File: config.mk
export PLATFORM = sky130hd
export DESIGN_NAME = frustum_box_culling_test_top
export DESIGN_NICKNAME = d
export VERILOG_FILES = /design/src/rtl/fbc_pkg.sv /design/src/rtl/fbc_mac_unit.sv /design/src/rtl/frustum_box_culling_test_top.sv
export SDC_FILE = /design/constraint.sdc
export NUM_CORES = 2
export LEC_CHECK = 0
export BUFFER_PORTS_ARGS = -buffer_cell sky130_fd_sc_hd__buf_2
export CORE_MARGIN = 2
export CORE_UTILIZATION = 50
export DETAILED_ROUTE_END_ITERATION = 8
export HOLD_SLACK_MARGIN = 0.05
export PLACE_DENSITY_LB_ADDON = 0.3
export REMOVE_ABC_BUFFERS = 1
export SLEW_MARGIN = 20
export SYNTH_ARGS = -nofsm -noshare
export SYNTH_HDL_FRONTEND = slang
export SYNTH_HIERARCHICAL = 1
export SYNTH_SLANG_ARGS = --single-unit
File: constraint.sdc
create_clock -name clock -period 14.87 [get_ports clock]
set_clock_uncertainty 0.1 [all_clocks]
set_input_delay 2.974 -clock clock [delete_from_list [all_inputs] [get_ports clock]]
set_output_delay 2.974 -clock clock [all_outputs]
set_load 0.05 [all_outputs]
File: src/rtl/fbc_pkg.sv
// Shared types and constants for the frustum box culling test block.
// No dependencies; imported by fbc_mac_unit and frustum_box_culling_test_top.
package fbc_pkg;

   localparam int NUM_PLANES = 6;     // stored planes, 1..8
   localparam int FRAC_BITS  = 16;    // fraction bits of the Q format, 8..24

   localparam int IDX_W   = 3;                                  // plane_index field
   localparam int PIDX_W  = (NUM_PLANES > 1) ? $clog2(NUM_PLANES) : 1;
   localparam int COEF_W  = 32;
   localparam int HALF_W  = 31;
   localparam int CRD_W   = COEF_W + 1;                         // center +/- half
   localparam int PROD_W  = COEF_W + CRD_W;                     // coef * corner
   localparam int ACC_W   = PROD_W + 3;                         // three products + d

   typedef enum logic {
      OP_LOAD = 1'b0,
      OP_TEST = 1'b1
   } opcode_type;

   typedef enum logic [2:0] {
      ST_IDLE  = 3'b001,
      ST_RUN   = 3'b010,
      ST_FLUSH = 3'b100
   } state_type;

   typedef enum logic [1:0] {
      PH_A   = 2'd0,
      PH_B   = 2'd1,
      PH_C   = 2'd2,
      PH_SUM = 2'd3
   } phase_type;

   typedef struct packed {
      logic signed [COEF_W-1:0] a;
      logic signed [COEF_W-1:0] b;
      logic signed [COEF_W-1:0] c;
      logic signed [COEF_W-1:0] d;
   } plane_type;

   // Sequencer to MAC unit controls.
   typedef struct packed {
      logic acc_clear;   // load accumulator with d scaled to product format
      logic acc_add;     // add the registered product
   } mac_ctrl_type;

endpackage

File: src/rtl/fbc_mac_unit.sv
// Shared multiply-accumulate unit: one 32x33 multiply per cycle, registered,
// then a wide accumulate. Depends on fbc_pkg.
module fbc_mac_unit (
   input  logic                                 clock,
   input  fbc_pkg::mac_ctrl_type                ctrl_i,
   input  logic signed [fbc_pkg::COEF_W-1:0]    coef_i,
   input  logic signed [fbc_pkg::CRD_W-1:0]     coord_i,
   input  logic signed [fbc_pkg::COEF_W-1:0]    d_i,
   output logic                                 sum_neg_o
);
   import fbc_pkg::*;

   logic signed [PROD_W-1:0] prod_ff, prod_in;
   logic signed [ACC_W-1:0]  acc_ff, acc_in;
   logic signed [ACC_W-1:0]  prod_ext;
   logic signed [ACC_W-1:0]  d_ext;
   logic signed [ACC_W-1:0]  sum;

   assign prod_in  = PROD_W'(coef_i * coord_i);
   assign prod_ext = {{(ACC_W-PROD_W){prod_ff[PROD_W-1]}}, prod_ff};
   assign d_ext    = {{(ACC_W-COEF_W){d_i[COEF_W-1]}}, d_i} <<< FRAC_BITS;
   assign sum      = acc_ff + prod_ext;

   always_comb begin
      priority if (ctrl_i.acc_clear) begin
         acc_in = d_ext;
      end else if (ctrl_i.acc_add) begin
         acc_in = sum;
      end else begin
         acc_in = acc_ff;
      end
   end

   always_ff @(posedge clock) begin
      prod_ff <= prod_in;
      acc_ff  <= acc_in;
   end

   // zero counts as not negative
   assign sum_neg_o = sum[ACC_W-1];

endmodule

File: src/rtl/frustum_box_culling_test_top.sv
// Frustum culling of axis-aligned boxes against stored planes.
// Depends on fbc_pkg and fbc_mac_unit.
//
// Usage:
//  - req channel: one beat per item. req_tuser[0] is the opcode. A load beat
//    writes plane req_tdata[2:0] (ignored if out of range) and returns no rsp
//    beat. A test beat carries a box center and half extents
//    and returns exactly one rsp beat, rsp_tdata[0] = 1 when no plane has the
//    whole box strictly on its negative side.
//  - Each plane is evaluated at the box corner that maximizes a*x+b*y+c*z, which
//    is the all-corners-negative test in one dot product. The shared MAC unit
//    does one coefficient multiply per cycle; each plane runs phases A, B, C and
//    a sum phase, and after the last plane the flush state posts the result to
//    the output register.
//  - req_tready is high only while the sequencer is idle. The result sits in an
//    output register, so further beats are taken while it waits; if the
//    receiver still holds the previous result when a test ends, the block waits
//    in the flush state with req_tready low.
//  - Reset (synchronous, active high) clears all planes to zero (every box then
//    tests inside), the sequencer, and the rsp valid.
module frustum_box_culling_test_top (
   input  logic          clock,
   input  logic          reset,
   // req_tdata, low bit up: plane_index[2:0], coef_a[34:3], coef_b[66:35],
   // coef_c[98:67], coef_d[130:99], center_x[162:131], center_y[194:163],
   // center_z[226:195], half_x[257:227], half_y[288:258], half_z[319:289]
   input  logic          req_tvalid,
   output logic          req_tready,
   input  logic [319:0]  req_tdata,
   input  logic [0:0]    req_tuser,    // opcode[0]
   output logic          rsp_tvalid,
   input  logic          rsp_tready,
   output logic [7:0]    rsp_tdata     // inside_res[0], zero fill above
);
   import fbc_pkg::*;

   // unpacked request fields
   logic [IDX_W-1:0]         plane_index;
   logic signed [COEF_W-1:0] coef_a, coef_b, coef_c, coef_d;
   logic signed [COEF_W-1:0] center_x, center_y, center_z;
   logic [HALF_W-1:0]        half_x, half_y, half_z;
   opcode_type               opcode;

   assign plane_index = req_tdata[2:0];
   assign coef_a      = req_tdata[34:3];
   assign coef_b      = req_tdata[66:35];
   assign coef_c      = req_tdata[98:67];
   assign coef_d      = req_tdata[130:99];
   assign center_x    = req_tdata[162:131];
   assign center_y    = req_tdata[194:163];
   assign center_z    = req_tdata[226:195];
   assign half_x      = req_tdata[257:227];
   assign half_y      = req_tdata[288:258];
   assign half_z      = req_tdata[319:289];
   assign opcode      = opcode_type'(req_tuser[0]);

   // state
   state_type                state_ff, state_in;
   phase_type                phase_ff, phase_in;
   logic [PIDX_W-1:0]        plane_ff, plane_in;
   logic                     outside_ff, outside_in;
   logic                     rsp_valid_ff, rsp_valid_in;
   logic                     rsp_inside_ff, rsp_inside_in;
   plane_type                store_ff [NUM_PLANES];

   // captured box
   logic signed [COEF_W-1:0] cx_ff, cy_ff, cz_ff;
   logic [HALF_W-1:0]        hx_ff, hy_ff, hz_ff;

   logic                     req_beat;
   logic                     load_hit;
   logic                     out_free;
   logic                     last_plane;
   plane_type                cur_plane;
   logic signed [COEF_W-1:0] coef_sel;
   logic signed [COEF_W-1:0] ctr_sel;
   logic [HALF_W-1:0]        half_sel;
   logic signed [CRD_W-1:0]  coord_sel;
   mac_ctrl_type             mac_ctrl;
   logic                     sum_neg;

   assign req_tready = (state_ff == ST_IDLE);
   assign req_beat   = req_tvalid && req_tready;
   assign load_hit   = req_beat && (opcode == OP_LOAD)
                       && ({1'b0, plane_index} < (IDX_W+1)'(NUM_PLANES));
   assign out_free   = !rsp_valid_ff || rsp_tready;
   assign last_plane = (plane_ff == PIDX_W'(NUM_PLANES - 1));
   assign cur_plane  = store_ff[plane_ff];

   // operand select for the current phase
   always_comb begin
      unique case (phase_ff)
         PH_A: begin
            coef_sel = cur_plane.a;  ctr_sel = cx_ff;  half_sel = hx_ff;
         end
         PH_B: begin
            coef_sel = cur_plane.b;  ctr_sel = cy_ff;  half_sel = hy_ff;
         end
         PH_C: begin
            coef_sel = cur_plane.c;  ctr_sel = cz_ff;  half_sel = hz_ff;
         end
         default: begin
            coef_sel = cur_plane.a;  ctr_sel = cx_ff;  half_sel = hx_ff;
         end
      endcase
   end

   // corner that maximizes coef*coord: low edge for a negative coefficient
   always_comb begin
      if (coef_sel[COEF_W-1]) begin
         coord_sel = {ctr_sel[COEF_W-1], ctr_sel} - CRD_W'({2'b00, half_sel});
      end else begin
         coord_sel = {ctr_sel[COEF_W-1], ctr_sel} + CRD_W'({2'b00, half_sel});
      end
   end

   assign mac_ctrl.acc_clear = (state_ff == ST_RUN) && (phase_ff == PH_A);
   assign mac_ctrl.acc_add   = (state_ff == ST_RUN)
                               && ((phase_ff == PH_B) || (phase_ff == PH_C));

   fbc_mac_unit u_mac (
      .clock     (clock),
      .ctrl_i    (mac_ctrl),
      .coef_i    (coef_sel),
      .coord_i   (coord_sel),
      .d_i       (cur_plane.d),
      .sum_neg_o (sum_neg)
   );

   // sequencer
   always_comb begin
      state_in      = state_ff;
      phase_in      = phase_ff;
      plane_in      = plane_ff;
      outside_in    = outside_ff;
      rsp_inside_in = rsp_inside_ff;
      rsp_valid_in  = rsp_valid_ff && !rsp_tready;

      unique case (state_ff)
         ST_IDLE: begin
            if (req_beat && (opcode == OP_TEST)) begin
               state_in   = ST_RUN;
               phase_in   = PH_A;
               plane_in   = '0;
               outside_in = 1'b0;
            end
         end
         ST_RUN: begin
            unique case (phase_ff)
               PH_A:    phase_in = PH_B;
               PH_B:    phase_in = PH_C;
               PH_C:    phase_in = PH_SUM;
               default: begin
                  phase_in = PH_A;
                  if (sum_neg) begin
                     outside_in = 1'b1;   // whole box behind this plane
                  end
                  if (last_plane) begin
                     state_in = ST_FLUSH;
                  end else begin
                     plane_in = plane_ff + PIDX_W'(1);
                  end
               end
            endcase
         end
         ST_FLUSH: begin
            if (out_free) begin
               rsp_valid_in  = 1'b1;
               rsp_inside_in = !outside_ff;
               state_in      = ST_IDLE;
            end
         end
         default: begin
            state_in = ST_IDLE;
         end
      endcase
   end

   always_ff @(posedge clock) begin
      if (reset) begin
         state_ff     <= ST_IDLE;
         phase_ff     <= PH_A;
         plane_ff     <= '0;
         outside_ff   <= 1'b0;
         rsp_valid_ff <= 1'b0;
      end else begin
         state_ff     <= state_in;
         phase_ff     <= phase_in;
         plane_ff     <= plane_in;
         outside_ff   <= outside_in;
         rsp_valid_ff <= rsp_valid_in;
      end
   end

   // plane store, cleared at reset
   always_ff @(posedge clock) begin
      if (reset) begin
         for (int i = 0; i < NUM_PLANES; i++) begin
            store_ff[i] <= '0;
         end
      end else if (load_hit) begin
         store_ff[plane_index[PIDX_W-1:0]] <= '{a: coef_a, b: coef_b,
                                                 c: coef_c, d: coef_d};
      end
   end

   // box capture and result payload
   always_ff @(posedge clock) begin
      if (req_beat && (opcode == OP_TEST)) begin
         cx_ff <= center_x;
         cy_ff <= center_y;
         cz_ff <= center_z;
         hx_ff <= half_x;
         hy_ff <= half_y;
         hz_ff <= half_z;
      end
      rsp_inside_ff <= rsp_inside_in;
   end

   assign rsp_tvalid = rsp_valid_ff;
   assign rsp_tdata  = {7'b0000000, rsp_inside_ff};

endmodule

* Word-level counts from Yosys, hierarchy flattened
Memories as Yosys holds them, arrays and structs flattened. A register that Yosys moved wholly into a read port is not among the register bits.
Cells that the tools add are included.
** Storage, ports and cells
- Logic and storage cells :: 91
- Register bits :: 333
- Memories kept :: 1
- Output and inout port bits :: 10
- Bits in writable memories :: 768
** Operators by class
- Reductions and logical operators :: 22
- $add $sub $neg :: 4
- Magnitude comparators :: 1
- Mux-type cells :: 34
- Equality and inequality tests :: 12
- $mul :: 1
- Bitwise operators :: 1
** Memory list
- store_ff :: depth 6, bits a word 128, rd ports 1, clocked after memory_dff 1, wr ports 6, RTL line frustum_box_culling_test_top.sv:64 : plane_type store_ff [NUM_PLANES];
** Operators with widths (number)
- $mux 68 :: 2
- $mux 128 :: 1
- $pmux 32 s2 :: 2
- $reduce_or 128->1 :: 1
- $add 68x65->68 :: 1
- $mul 32x33->65 :: 1
- $pmux 31 s2 :: 1
- $add 32x32->33 :: 1
- $mux 33 :: 1
- $sub 32x32->33 :: 1
- $mux 3 :: 10
- $reduce_and 4->1 :: 3
- $mux 1 :: 11
- $pmux 3 s3 :: 1
- $ne 2x2->1 const B :: 4
- $logic_and 1x1->1 :: 7
- $eq 3x3->1 const B :: 2
- $pmux 2 s3 :: 1
- $pmux 3 s2 :: 1
- $ne 2x1->1 const B :: 2
- $pmux 2 s2 :: 1
- $reduce_and 2->1 :: 2
- $reduce_bool 2->1 :: 2
- $add 3x1->3 const B :: 1
- 12 further kinds :: 15

* Depth between registers and ports, before layout
- Word-level depth :: 9
- Depth in mapped cells :: 52
- Depth with buffers taken out :: 48

* Modules after synthesis
Netlist, hierarchy kept.
** By module, submodules not included
- frustum_box_culling_test_top :: cells an instance 3353, seq. area each 36715.2 um^2, instances 1, area an instance 52455.3 um^2
- fbc_mac_unit :: cells an instance 4790, seq. area each 3183.1 um^2, instances 1, area an instance 44694.1 um^2

* Least setup slack after synthesis
Ideal clock, no wire load.
- Path kind :: register -> register
- Start point :: register phase_ff[0]
- End point :: register u_mac.prod_ff[64]
- Data required time :: 14.648 ns
- Arrival :: 11.976 ns
- Setup slack :: 2.672 ns
- Cell stages (with the launch flop) :: 45
- Cell sequence :: dfxtp_1 inv_1 ha_1 clkbuf_1 clkbuf_1 mux2i_1 ha_1 and2_1 nor3b_2 and2_1 a31oi_1 xor2_1 ha_1 clkbuf_1 nand4_1 nor2_1 a211oi_1 and3b_1 (+9 left out) fa_1 fa_1 inv_1 fa_1 inv_1 fa_1 fa_1 fa_1 ha_1 a21o_1 a21o_1 a21o_1 a21o_1 a21o_1 and3_1 a311oi_2 a21oi_1 o311a_1
** Between the ends
- Cells in the longest elaborated chain, start to end :: 5
** Ends and longest elaborated chain
- from (decl) :: RTL line frustum_box_culling_test_top.sv:59 : phase_type phase_ff, phase_in;
- from (signal assigned) :: RTL line frustum_box_culling_test_top.sv:188 : phase_ff <= phase_in;
- $eq 2x2->1 / $eq 2x1->1 (equally long branches) :: RTL line frustum_box_culling_test_top.sv:92 : unique case (phase_ff)
- $pmux 32 s2 / $pmux 31 s2 (equally long branches) :: RTL line frustum_box_culling_test_top.sv:92
- $add 32x32->33 / $sub 32x32->33 (equally long branches) :: RTL line frustum_box_culling_test_top.sv:113, frustum_box_culling_test_top.sv:111
- $mux 33 (*) :: RTL line frustum_box_culling_test_top.sv:110 : if (coef_sel[COEF_W-1]) begin
- net coord_sel[32] :: RTL line frustum_box_culling_test_top.sv:78 : logic signed [CRD_W-1:0] coord_sel;
- $mul 32x33->65 (*) :: RTL line fbc_mac_unit.sv:19 : assign prod_in = PROD_W'(coef_i * coord_i);
- net u_mac.prod_in[64] :: RTL line fbc_mac_unit.sv:13 : logic signed [PROD_W-1:0] prod_ff, prod_in;
- to (signal assigned) :: RTL line fbc_mac_unit.sv:35 : prod_ff <= prod_in;
- to (decl) :: RTL line fbc_mac_unit.sv:13
The timed path passes the listed nets; every way through them passes the cells marked *.
A chain may end at the register's enable or synchronous reset.

* Final worst setup path
Ends and elaborated chain as after synthesis.

==> run metrics <==
FF-to-FF setup slack 0.78 ns; HP Start u_mac/acc_ff[14]$_SDFFE_PP0P_; Netlist cell types between 90 and 100; yosys warns 6; Routed Antenna Nets 0; worst slack, placed 0.5162 ns; worst-case reg-to-reg path depth around 40; Layout fillers 15.85k; Setup crit start kind register; Port Buf Inserts approximately 330; DR iter-0 viols 4770; dpl hpwl around 170 mm; Hold Crit Depth 2; CTS root buf clkbuf_16; Final period util between 90 and 100%; CP max-delay cell fa_1; CTS buffer count 145; Mapped Avg Cell Area 11.93 um^2; Core ar. 192800 um^2; CP peak stage delay 0.87 ns; Post-CTS Hold Buffers 0; adder and majority cell fraction of the synthesized area 26.73%; Crit path top cell by count fa_1; Slew @ Worst Pin 1.175 ns; initial antenna violation count 6; Area growth, synth to finish 10.70%; global-route wire length before repair 385.3 mm; Sequential cell area 39910 um^2; Synth Area in Compound Gates under 10%; area of the multi-input gates between 50000 and 60000 um^2; top cell type's share of synthesized area 39.13%; gpl congestion 0.8748; setup bufs post-CTS 0; register area share after synthesis 41.07%; Async SR Flop Fraction 0%; nets@finish 10.28k; slew margin rel. 21.69%; Setup violations, final 0; CTS tree yes; Post-Synth XOR/XNOR Area 1.650%; M3 GR Usage 3.201%; Non-Filler Instances ~11k; final WL 245.5 mm; H-tree depth 4; RR Endpoint u_mac/prod_ff[64]$_DFF_P_; Worst Path Required 15.47 ns; Post-Synth Simple-Gate Area 11.25%; Clock Path Buffers 3; # DRC 0; number of global-route vias before repair 66.68k; number of synthesized register bits 1360; grt met1 use around a third; Top FF cell, synth edfxtp_1; layout cells sized above 1 between 10% and 20%; site row count around 160; Hold Fails Final Rpt 0; Global Route met2 Usage a little over two fifths; die height 444.8 um; Mapped Area between 90000 and 100000 um^2; Die ar. 197800 um^2; EDFF count, synth 1266; Sink Count 1360; grt peak-use layer met2; post-synthesis mux area share about 7.7%; CP Capture Type register; worst skew pair latency 0.82 ns; main combinational cell family by area after synthesis adder cells; IO Pins between 300 and 400; total track usage 25.37%; GRT Residual Overflow 0; critical path class reg2reg; Max Slew Vio Count 0; RSZ-0062 raised after global routing no; area leader, netlist edfxtp_1; CP Max Fanout 65; worst reg2reg startpoint phase_ff[0]$_SDFFE_PP0P_; placed insts 10.93k; pin count of the biggest net entering global routing 120; worst path arrival time 14.69 ns; fin worst setup slack 0.7803 ns; Hold Crit Class reg2reg; Starting Density 50.39%; Synth area leaders edfxtp_1 39%, fa_1 23%, mux4_2 5.9%; hold worst-path end u_mac/acc_ff[14]$_SDFFE_PP0P_; DR vias ~62k; vias per cell 5.571; Max Cap Viol 0; DR pass1 iterations 5; FMAX 0.07097 GHz; crit path time final about 14 ns; status complete, no violations; drt wl/cell between 20 and 25 um; Synth Instances roughly 8.1k; Die W 444.8 um; clk slew on worst S/H paths approximately 0.06 ns
worst max-delay path: cells and delay by family (launching register included):
kind	cells	cell delay, ns
adder cells (fa/ha/maj)	11	5.66
AO/OA/AOI/OAI	14	3.91
buffers and inverters	8	2.27
AND/OR/NAND/NOR	7	1.32
flip-flops	1	0.43
XOR/XNOR	1	0.27
per-stage QoR:
step | setup TNS [ns] | util [%] | area, um^2 | hold slack (ns)
after floorplan | -385.97 | - | 96300 | 0.3272
after global placement | 0 | 53.25 | 102700 | 0.3413
after detailed placement | 0 | 53.25 | 102700 | 0.3504
after CTS | 0 | 55.77 | 107500 | 0.3652
after global routing | 0 | 55.78 | 107500 | 0.3842
final | 0 | 55.79 | 107500 | 0.3626
how the worst max path moves through the flow:
stage | startpoint | endpoint | cells after the start
after floorplan | register | u_mac/prod_ff[64]$_DFF_P_ | 37
after global placement | phase_ff[0]$_SDFFE_PP0P_ | u_mac/prod_ff[64]$_DFF_P_ | 42
after detailed placement | phase_ff[0]$_SDFFE_PP0P_ | u_mac/prod_ff[64]$_DFF_P_ | 41
after CTS | phase_ff[0]$_SDFFE_PP0P_ | u_mac/prod_ff[64]$_DFF_P_ | 41
after global routing | phase_ff[0]$_SDFFE_PP0P_ | u_mac/prod_ff[64]$_DFF_P_ | 40
final | phase_ff[0]$_SDFFE_PP0P_ | u_mac/prod_ff[64]$_DFF_P_ | 41
metal layers:
metal / routed length (um) / vias to the layer above
li1: - / 27470
met1: 97190 / 32400
met2: 126000 / 2083
met3: 14130 / 407
met4: 8155 / 4
met5: 30 / -
synthesized netlist by cell type (all sizes together), types with 7 or more instances:
master  count
o31ai      11
edfxtp   1266
a22o       25
o21bai     35
a211oi     14
and3       32
o211ai     16
mux2       97
or2         8
xnor2     109
nand3      39
nand2b     36
inv      1143
a221oi     36
ha        293
xor2       74
nand2     779
dfxtp      94
clkbuf    356
or3        13
o21ai     140
a21o       82
nand4      40
nor3       33
and2      541
a21oi     256
mux4      256
nor2b      17
o21a       26
mux2i      64
nor2      826
a22oi      39
a41oi       7
a31oi      25
fa       1114
buf       102
logic make-up (layout without fill, tap and decap cells):
family,count (synthesis),in the layout
AO/OA/AOI/OAI,780,780
flip-flops,1360,1360
adder cells (fa/ha/maj),1407,1407
AND/OR/NAND/NOR,2393,2393
XOR/XNOR,183,183
other,1,266
buffers and inverters,1602,1862
multiplexers,417,417
sequential cells by signal (all words and copies together) (netlist names), 2 cells and up, named ones only:
| register | count |
|---|---|
| state_ff | 3 |
| cx_ff | 32 |
| cy_ff | 32 |
| hy_ff | 31 |
| hx_ff | 31 |
| phase_ff | 2 |
| store_ff | 1024 |
| hz_ff | 31 |
| plane_ff | 3 |
| cz_ff | 32 |
| u_mac/acc_ff | 68 |
| u_mac/prod_ff | 65 |
what timing repair did:
item / in CTS / in global routing
hold endpoints to repair: 0 / 0
endpoints found under the setup margin: 0 / 6
resized for setup: 0 / 3
cell usage in the layout (no fill, tap or decap), drive strengths merged, types with 256 or more instances in the layout:
master and instances:
mux4 256, nand2 779, conb 263, nor2 826, inv 1150, fa 1114
ha 293, a21oi 256, and2 541, buf 456, edfxtp 1266
final cells by class:
cell class | instances | area share, %
antenna | 3 | 0.006980
clock buffer | 184 | 3.622
clock inverter | 78 | 0.8877
inverter | 1144 | 4.000
multi-input combinational | 5443 | 48.98
sequential | 1360 | 37.11
tap | 2526 | 2.939
timing repair buffer | 456 | 2.452
Power is not shown: default switching activity piles up to over one toggle a cycle in this logic, so the estimate is an artifact.
